File: src/rtl/core/swa_pkg.sv
// package for the scan window averager: constants, quality bits, register indexes
`timescale 1ns / 1ps
package swa_pkg;
    localparam int DEPTH_DEF = 64;
    localparam int VALUE_BITS_DEF = 32;
    localparam int QUALITY_BITS_DEF = 8;
    localparam int NCHAN = 7;
    localparam int STAMP_BITS = 64;
    localparam int FLAG_BITS = 8;
    localparam int CNT_BITS = 7;
    localparam int ADDR_BITS = 4;

    localparam logic [1:0] ST_OK = 2'd0;
    localparam logic [1:0] ST_FLAGGED = 2'd1;
    localparam logic [1:0] ST_REJECTED = 2'd2;

    localparam logic [FLAG_BITS-1:0] Q_NONFINITE = 8'h01;
    localparam logic [FLAG_BITS-1:0] Q_TIMING = 8'h02;
    localparam logic [FLAG_BITS-1:0] Q_GAP = 8'h04;

    localparam logic [ADDR_BITS-1:0] REG_MIN_SCANS = 4'h0;
    localparam logic [ADDR_BITS-1:0] REG_MAX_GAP = 4'h8;

    localparam logic REQ_PUSH = 1'b0;
    localparam logic REQ_ALIGN = 1'b1;
endpackage

File: src/rtl/core/swa_div.sv
// sequential signed divider: truncating quotient of a sum by the scan count
`timescale 1ns / 1ps
module swa_div
    import swa_pkg::*;
#(
    parameter int NUM_BITS = 48,
    parameter int DEN_BITS = 11
)
(
    input  logic                clk,
    input  logic                rst_n,
    input  logic                start,
    input  logic [NUM_BITS-1:0] num,
    input  logic [DEN_BITS-1:0] den,
    output logic                done,
    output logic [NUM_BITS-1:0] quot
);
    localparam int CW = $clog2(NUM_BITS + 1);

    logic [NUM_BITS-1:0] q_reg;
    logic [DEN_BITS:0]   rem_reg;
    logic [DEN_BITS-1:0] den_reg;
    logic                neg_reg;
    logic                busy_reg;
    logic [CW-1:0]       cnt_reg;
    logic [DEN_BITS:0]   trial;
    logic [DEN_BITS:0]   shifted;

    always_comb
    begin
        shifted = {rem_reg[DEN_BITS-1:0], q_reg[NUM_BITS-1]};
        trial = shifted - {1'b0, den_reg};
    end

    always_ff @(posedge clk or negedge rst_n)
    begin
        if (!rst_n)
        begin
            busy_reg <= 1'b0;
            done <= 1'b0;
            cnt_reg <= '0;
        end
        else
        begin
            done <= 1'b0;
            if (start)
            begin
                busy_reg <= 1'b1;
                cnt_reg <= CW'(NUM_BITS);
            end
            else if (busy_reg)
            begin
                cnt_reg <= cnt_reg - 1'b1;
                if (cnt_reg == CW'(1))
                begin
                    busy_reg <= 1'b0;
                    done <= 1'b1;
                end
            end
        end
    end

    always_ff @(posedge clk)
    begin
        if (start)
        begin
            neg_reg <= num[NUM_BITS-1];
            q_reg <= num[NUM_BITS-1] ? (~num + 1'b1) : num;
            rem_reg <= '0;
            den_reg <= den;
        end
        else if (busy_reg)
        begin
            if (!trial[DEN_BITS])
            begin
                rem_reg <= trial;
                q_reg <= {q_reg[NUM_BITS-2:0], 1'b1};
            end
            else
            begin
                rem_reg <= shifted;
                q_reg <= {q_reg[NUM_BITS-2:0], 1'b0};
            end
        end
    end

    // sign applied on the way out so the quotient is final while done is high
    assign quot = neg_reg ? (~q_reg + 1'b1) : q_reg;
endmodule

File: config.mk
export PLATFORM = sky130hd
export DESIGN_NAME = swa_div
export DESIGN_NICKNAME = d
export VERILOG_FILES = /design/src/rtl/core/swa_pkg.sv /design/src/rtl/core/swa_div.sv
export SDC_FILE = /design/constraint.sdc
export NUM_CORES = 1
export LEC_CHECK = 0
export ABC_AREA = 1
export BUFFER_PORTS_ARGS = -buffer_cell sky130_fd_sc_hd__buf_2
export CORE_MARGIN = 2
export CORE_UTILIZATION = 45
export DETAILED_ROUTE_END_ITERATION = 8
export PLACE_DENSITY = 0.77
export SLEW_MARGIN = 20
export SYNTH_ARGS = -nofsm -noshare
export SYNTH_HDL_FRONTEND = slang
export SYNTH_SLANG_ARGS = --single-unit
File: constraint.sdc
create_clock -name clk -period 2.2 [get_ports clk]
set_clock_uncertainty 0.2 [all_clocks]
set_input_delay 0 -clock clk [delete_from_list [all_inputs] [get_ports clk]]
set_output_delay 0 -clock clk [all_outputs]
set_load 0.02 [all_outputs]
## Word-level counts from Yosys, hierarchy flattened

Index checks and enable logic that the tools add are counted.

- Register bits: 79
- Logic and storage cells: 29

- Eq/ne operators: 1
- Muxes and demuxes: 14
- Bitwise logic cells: 2
- Add/subtract/negate cells: 4
- Reductions and logical operators: 1

Operator list:

| kind | number |
|---|---|
| two-way mux 48 bit | 4 |
| adder 48 x 1 -> 48 bit (second input constant) | 2 |
| NOT 48 bit | 2 |
| two-way mux 6 bit | 2 |
| subtractor 12 x 11 -> 12 bit | 1 |
| two-way mux 11 bit | 1 |
| two-way mux 1 bit | 7 |
| == test 6 x 1 -> 1 bit (second input constant) | 1 |
| subtractor 6 x 1 -> 6 bit (second input constant) | 1 |
| nonzero test 2 bit | 1 |

## Depth between registers and ports, before layout

Gate-level depths: netlist of the first run.

- Depth after elaboration: 4
- Gate-level depth with buffers: 14
- Mapped depth without buffers: 14

## Worst setup path before layout of the first run

Ideal clock, no wire load.

- Kind: register to output
- Start point: reg q_reg[0]
- End point: out quot[32]
- Cell stages (with the launch flop): 10
- Data required time: 2.000 ns
- Arrival time: 1.867 ns
- Path slack: 0.133 ns
- Cells stage by stage: edfxtp_1 -> inv_1 -> ha_1 -> inv_1 -> nor3_4 -> inv_1 -> nor2_4 -> nand4_1 -> xor2_1 -> o21ai_0

- Longest elaborated chain between the ends: 3

RTL lines:

| item | line | text |
|---|---|---|
| start: declaration | swa_div.sv:20 | `logic [NUM_BITS-1:0] q_reg;` |
| start signal: assignment | swa_div.sv:68 | `q_reg <= num[NUM_BITS-1] ? (~num + 1'b1) : num;` |
| start signal: assignment | swa_div.sv:77 | `q_reg <= {q_reg[NUM_BITS-2:0], 1'b1};` |
| start signal: assignment | swa_div.sv:82 | `q_reg <= {q_reg[NUM_BITS-2:0], 1'b0};` |
| NOT 48 bit | swa_div.sv:88 | `assign quot = neg_reg ? (~q_reg + 1'b1) : q_reg;` |
| adder 48 x 1 -> 48 bit | swa_div.sv:88 |  |
| two-way mux 48 bit | swa_div.sv:88 |  |
| end: declaration | swa_div.sv:16 | `output logic [NUM_BITS-1:0] quot` |

Every way passes these cells.

## Final worst setup path of the first run

- Start point: reg q_reg[6]
- End point: out quot[20]

Same word-level chain as after synthesis.

==> results of run 1 <==
[where the power goes]
part / total (W) / internal, W / switching (W)
Combinational: 0.00315 / 0.00130 / 0.00185
Clock: 0.00155 / 0.000942 / 0.000607
Sequential: 0.00211 / 0.00187 / 0.000247
[worst reg2reg max path, delay by kind of cell (launching register included)]
family,cells,cell delay (ns)
flops,1,0.39
buf+inv,3,0.21
simple gates,9,0.64
fa+ha+maj,2,0.56
[timing repair]
| action | CTS | global route |
|---|---|---|
| pin swaps | 7 | 18 |
| setup buffers | 20 | 14 |
| hold buffers | 59 | 0 |
| setup endpoints to repair | 36 | 58 |
| hold endpoints to repair | 76 | 0 |
| resized for setup | 46 | 61 |
[layout by cell type (no fill, tap or decap), drive strengths merged, types with 11 or more instances in the layout]
cell         synthesis  final
xor2                49     49
nand4               39     39
nand3b              15     15
o21ai               72     72
nand2              351    351
buf                 18    172
ha                  15     15
clkbuf              12     14
a21oi               14     14
nand3              102    102
nor2               152    152
dfxtp               11     11
dlygate4sd3          0     59
inv                132    133
edfxtp              60     60
[metrics by stage]
step	std cells	total power (W)	utilization
after global placement	1412	0.00480	0.512
after floorplan	1088	0.00394	-
after detailed placement	1412	0.00482	0.512
after CTS	1507	0.00660	0.587
final	1521	0.00681	0.605
after global routing	1521	0.00722	0.605
[layer usage]
layer / wire length [um] / part of all wire / up-vias / track usage
li1: - / - / 3949 / -
met1: 10600 / 0.47 / 3573 / 0.396
met2: 9650 / 0.42 / 370 / 0.387
met3: 1790 / 0.079 / 56 / 0.0361
met4: 634 / 0.028 / 0 / 0.0930
met5: 0 / 0 / - / 0
[worst max-delay path by stage]
stage / startpoint / to
2_1_floorplan: q_reg[0]$_DFFE_PP_ / quot[32]
3_3_place_gp: q_reg[47]$_DFFE_PP_ / rem_reg[8]$_SDFFE_PP0P_
3_5_place_dp: q_reg[47]$_DFFE_PP_ / rem_reg[8]$_SDFFE_PP0P_
4_1_cts: q_reg[18]$_DFFE_PP_ / quot[47]
5_1_grt: q_reg[7]$_DFFE_PP_ / quot[20]
6_report: q_reg[6]$_DFFE_PP_ / quot[20]
[layout make-up]
type,count,area (um^2),area share
Clock buffer,14,297,0.0312
Clock inverter,2,17.5,0.00184
Inverter,133,502,0.0528
Multi-Input combinational cell,846,4470,0.470
Sequential cell,79,2220,0.234
Tap cell,216,270,0.0284
Timing Repair Buffer,231,1730,0.182
[logic make-up (layout without fill, tap and decap cells)]
| group | count (synthesis) | in the layout |
|---|---|---|
| xor gates and xnor gates | 59 | 59 |
| and+or+nand+nor | 670 | 670 |
| adders and majority gates | 16 | 16 |
| AOI/OAI and AO/OA | 101 | 101 |
| DFF | 79 | 79 |
| buffers and inverters | 163 | 380 |
==> flow_metrics.env, run 1 <==
export IMPL_layout_nets=1378
export IMPL_peakVddDrop_mv=0.366
export IMPL_whs_endpoint="q_reg[24]$_DFFE_PP_"
export IMPL_r2r_end="rem_reg[8]$_SDFFE_PP0P_"
export IMPL_globalplace_congestion=0.953
export IMPL_ys_seq_area_frac=0.312
export IMPL_fmax_mhz=411
export IMPL_synthFlopType="edfxtp_1"
export IMPL_synth_edf_count=60
export IMPL_cts_buffers=9
export IMPL_drc=0
export IMPL_initial_core_util=0.454
export IMPL_grt_pass1_vias=7103
export IMPL_setup_violations=32
export IMPL_die_area_um2=16900
export IMPL_grt_max_degree=62
export IMPL_synthXorXnorAreaFrac=0.0725
export IMPL_tightest_slew_ns=0.638
export IMPL_setup_slack_ns=-0.235
export IMPL_cts_root_buf="clkbuf_16"
export IMPL_max_slew_margin_rel=0.575
export IMPL_synth_fa_ha_area_frac=0.0291
export IMPL_hold_path_class="input pin to register"
export IMPL_violations="hold timing, setup timing"
export IMPL_muxShareOfSynthArea=0
export IMPL_synth_top_area_cell="edfxtp_1"
export IMPL_nFillCells=1419
export IMPL_die_h_um=130
export IMPL_cp_common_cell="nand2_1"
export IMPL_grt_first_pass_wirelength_mm=35.2
export IMPL_cp_required_ns=2.00
export IMPL_synthTopCellsByCount="nand2_1, nor2_1, inv_1"
export IMPL_overflow=0
export IMPL_critPathMaxStageDelay_ns=0.49
export IMPL_crit_path_start_kind="register"
export IMPL_cp_end_kind="output port"
export IMPL_synth_top_family_by_area="simple AND/OR/NAND/NOR gates"
export IMPL_dieWidth_um=130
export IMPL_synth_compound_area_frac=0.0816
export IMPL_design_area_um2=9510
export IMPL_cellLeakagePower_nw=4.46
export IMPL_rows=46
export IMPL_portBuffers=110
export IMPL_p_per_area_nw_per_um2=716
export IMPL_clk_pin_slew_ns=0.06
export IMPL_final_min_clock_period_ns=2.43
export IMPL_drt_pass1_iterations=7
export IMPL_core_um2=15700
export IMPL_yosysMostFrequentCell="nand2_1"
export IMPL_hold_ws_ns=-0.0164
export IMPL_synth_cell_types=43
export IMPL_avgSynthCellArea_um2=6.55
export IMPL_syn_area_um2=7130
export IMPL_clk_latency_ns=0.34
export IMPL_worst_path_stages=9
export IMPL_synthesis_nets=1166
export IMPL_io_pins=111
export IMPL_final_setup_tns_ns=-2.09
export IMPL_holdPathStages=3
export IMPL_placed_cell_area_um2=8040
export IMPL_synth_seq_cells=79
export IMPL_status="finished with violations"
export IMPL_yosys_warnings=0
export IMPL_viasPerCell=5.23
export IMPL_hold_start="num[24]"
export IMPL_diodes=0
export IMPL_finalCritPeriodShare=1.11
export IMPL_cts_tree="yes"
export IMPL_wirelength_mm=22.7
export IMPL_synthSimpleGateAreaFrac=0.413
export IMPL_largest_register_ffs=48
export IMPL_wl_per_cell_um=14.9
export IMPL_htree_levels=3
export IMPL_track_usage=0.264
export IMPL_num_vias=7948
export IMPL_synthCells=1088
export IMPL_dp_hpwl_mm=16.7
export IMPL_antenna_found_initial=0
export IMPL_cp_cell_sequence="nor2_2, nand2_1, nor2_1, nand2_1, nor2_1, xor2_1, nand2_1, o21ai_0, buf_2"
export IMPL_synth_top_area_frac=0.253
export IMPL_clock_sinks=79
export IMPL_post_place_ws_ns=0.0859
export IMPL_rsz0062_at_grt="yes"
export IMPL_reg2reg_from="q_reg[47]$_DFFE_PP_"
export IMPL_first_iter_violations=984
export IMPL_crit_arrival_ns=2.23
export IMPL_path_class="register to output port"
export IMPL_synth_area_leaders="edfxtp_1, nand2_1, nor2_1, inv_1, nand3_1"
export IMPL_hold_viol=1
export IMPL_rrSetupSlack_ns=0.11
export IMPL_crit_fanout=3
export IMPL_cts_max_path_buffers=2
export IMPL_cp_slowest_cell="edfxtp_1"
export IMPL_crit_family="simple AND/OR/NAND/NOR gates"
export IMPL_area_growth_pct=33.4
export IMPL_ant_nets=0
export IMPL_maxSlewViolCount=0
export IMPL_worstPathBufferInverterCount=1
export IMPL_worst_r2r_path_depth=14
export IMPL_async_flop_share=0.101
export IMPL_drive_above_1_share=0.218
export IMPL_drv_cap=0
(Power assumes the default switching activity.)
==> run 2: changes to the inputs <==
--- a/config.mk
+++ b/config.mk
@@ -7,10 +7,12 @@
 export LEC_CHECK = 0
 export ABC_AREA = 1
 export BUFFER_PORTS_ARGS = -buffer_cell sky130_fd_sc_hd__buf_2
+export CELL_PAD_IN_SITES_DETAIL_PLACEMENT = 0
+export CELL_PAD_IN_SITES_GLOBAL_PLACEMENT = 1
 export CORE_MARGIN = 2
-export CORE_UTILIZATION = 45
+export CORE_UTILIZATION = 41
 export DETAILED_ROUTE_END_ITERATION = 8
-export PLACE_DENSITY = 0.77
+export PLACE_DENSITY = 0.93
 export SLEW_MARGIN = 20
 export SYNTH_ARGS = -nofsm -noshare
 export SYNTH_HDL_FRONTEND = slang
==> flow_metrics.env, run 2 (same netlist as run 1, synthesis figures left out) <==
export IMPL_cts_root_buf="clkbuf_16"
export IMPL_drv_cap=0
export IMPL_die_h_um=136
export IMPL_p_per_area_nw_per_um2=686
export IMPL_tightest_slew_ns=0.621
export IMPL_wl_per_cell_um=15.1
export IMPL_drt_pass1_iterations=6
export IMPL_overflow=0
export IMPL_max_slew_margin_rel=0.586
export IMPL_fmax_mhz=425
export IMPL_cp_cell_sequence="inv_2, nand2_2, nor3_4, nand4_1, nor2_2, nand2_4, nand2_8, clkbuf_16, nand3_2, nand2_1, nand2_1, buf_6"
export IMPL_worstPathBufferInverterCount=3
export IMPL_ff_latch_area_um2=2220
export IMPL_clock_sinks=79
export IMPL_first_iter_violations=722
export IMPL_drive_above_1_share=0.246
export IMPL_violations="setup timing"
export IMPL_rows=48
export IMPL_final_min_clock_period_ns=2.35
export IMPL_status="finished with violations"
export IMPL_grt_pass1_vias=7047
export IMPL_cp_slowest_cell="edfxtp_1"
export IMPL_layout_common_cells="nand2_1, nor2_1, inv_1"
export IMPL_globalplace_congestion=0.932
export IMPL_finalCritPeriodShare=1.07
export IMPL_initial_core_util=0.415
export IMPL_crit_path_start_kind="register"
export IMPL_hold_viol=0
export IMPL_drc=0
export IMPL_wirelength_mm=23.4
export IMPL_hold_ws_ns=0.0576
export IMPL_cellLeakagePower_nw=4.59
export IMPL_cts_buffers=9
export IMPL_reg2reg_from="den_reg[2]$_DFFE_PP_"
export IMPL_layout_nets=1394
export IMPL_portBuffers=110
export IMPL_num_vias=8012
export IMPL_crit_family="simple AND/OR/NAND/NOR gates"
export IMPL_cts_tree="yes"
export IMPL_cp_end_kind="output port"
export IMPL_multi_input_comb_area_um2=4610
export IMPL_io_pins=111
export IMPL_intPower_w=0.00397
export IMPL_ant_nets=0
export IMPL_peakVddDrop_mv=0.408
export IMPL_track_usage=0.246
export IMPL_crit_arrival_ns=2.15
export IMPL_die_area_um2=18500
export IMPL_grt_max_degree=62
export IMPL_p_clk_frac=0.206
export IMPL_clk_latency_ns=0.34
export IMPL_grt_first_pass_wirelength_mm=35.5
export IMPL_postLayoutCoreUtil=0.571
export IMPL_diodes=0
export IMPL_hold_start="num[9]"
export IMPL_antenna_found_initial=0
export IMPL_cp_required_ns=2.00
export IMPL_comb_power_share=0.481
export IMPL_p_switching_w=0.00276
export IMPL_post_place_ws_ns=0.0626
export IMPL_startpoint="q_reg[17]$_DFFE_PP_"
export IMPL_seqPwrFrac=0.313
export IMPL_htree_levels=3
export IMPL_clk_pin_slew_ns=0.06
export IMPL_viasPerCell=5.18
export IMPL_nFillCells=1603
export IMPL_largest_register_ffs=48
export IMPL_critPathMaxStageDelay_ns=0.49
export IMPL_swShare=0.411
export IMPL_crit_fanout=5
export IMPL_setup_slack_ns=-0.154
export IMPL_dieWidth_um=136
export IMPL_maxSlewViolCount=0
export IMPL_setup_violations=32
export IMPL_area_growth_pct=37.6
export IMPL_hold_path_class="input pin to register"
export IMPL_final_common_cell="nand2_1"
export IMPL_cp_common_cell="nand2_1"
export IMPL_core_um2=17200
export IMPL_rsz0062_at_grt="yes"
export IMPL_path_class="register to output port"
export IMPL_cts_max_path_buffers=2
export IMPL_dp_hpwl_mm=17.2
-- run 2: changes by cell type in the layout (fill, tap and decap cells not counted), sizes merged --
cell and delta:
inv +1, clkbuf -3, clkinv +2, clkinvlp +1
buf +15
-- run 2: path summary, 6_finish.rpt --
path,cells past startpoint,slack [ns],endpoint
worst max-delay path,12,-0.15,quot[43]
max in group asynchronous,3,1.10,busy_reg$_DFF_PN0_
worst max register to register,11,0.10,rem_reg[9]$_SDFFE_PP0P_
min in group asynchronous,3,0.43,cnt_reg[4]$_DFFE_PN0P_
worst min-delay path,4,0.06,q_reg[9]$_DFFE_PP_
worst min register to register,2,0.27,rem_reg[2]$_SDFFE_PP0P_
-- run 2: worst min-delay path: stages --
cell and delay [ns]:
buf_2 0.11, inv_1 0.09, xor2_1 0.10, o21ai_0 0.18
-- run 2: metal layers --
| layer | vias up | track usage | routed length [um] |
|---|---|---|---|
| li1 | 3982 | - | - |
| met1 | 3657 | 0.370 | 10700 |
| met2 | 336 | 0.369 | 10200 |
| met3 | 37 | 0.0313 | 1930 |
| met4 | 0 | 0.0677 | 514 |
| met5 | - | 0 | 0 |
-- run 2: layout make-up --
type / count / area share
clock inverter: 6 / 0.00434
multi-input combinational: 846 / 0.470
sequential: 79 / 0.227
tap: 225 / 0.0287
timing repair buffer: 247 / 0.195
clock buffer: 10 / 0.0233
inverter: 133 / 0.0514
-- run 2: power groups by stage --
stage / Combinational, W / Clock, W / Sequential (W)
3_3_place_gp: 0.00256 / 0 / 0.00211
3_5_place_dp: 0.00258 / 0 / 0.00212
4_1_cts: 0.00285 / 0.00139 / 0.00208
2_1_floorplan: 0.00191 / 0 / 0.00203
5_1_grt: 0.00356 / 0.00146 / 0.00213
6_report: 0.00324 / 0.00139 / 0.00211
-- run 2: repair_timing --
item,4_1_cts,5_1_grt
gates cloned,0,1
endpoints found under the hold margin,65,0
setup endpoints to repair,37,62
hold buffers,59,0
setup buffers,24,31
pin swaps,14,35
gates resized for setup,53,109
-- run 2: per-stage QoR --
stage / instances / total power [W] / TNS (ns) / cell area, um^2
2_1_floorplan: 1088 / 0.00394 / 0 / 7130
3_3_place_gp: 1415 / 0.00467 / 0 / 7990
3_5_place_dp: 1415 / 0.00470 / 0 / 7990
4_1_cts: 1514 / 0.00632 / -0.422 / 9190
5_1_grt: 1546 / 0.00715 / -5.45 / 9810
6_report: 1546 / 0.00673 / -1.97 / 9810
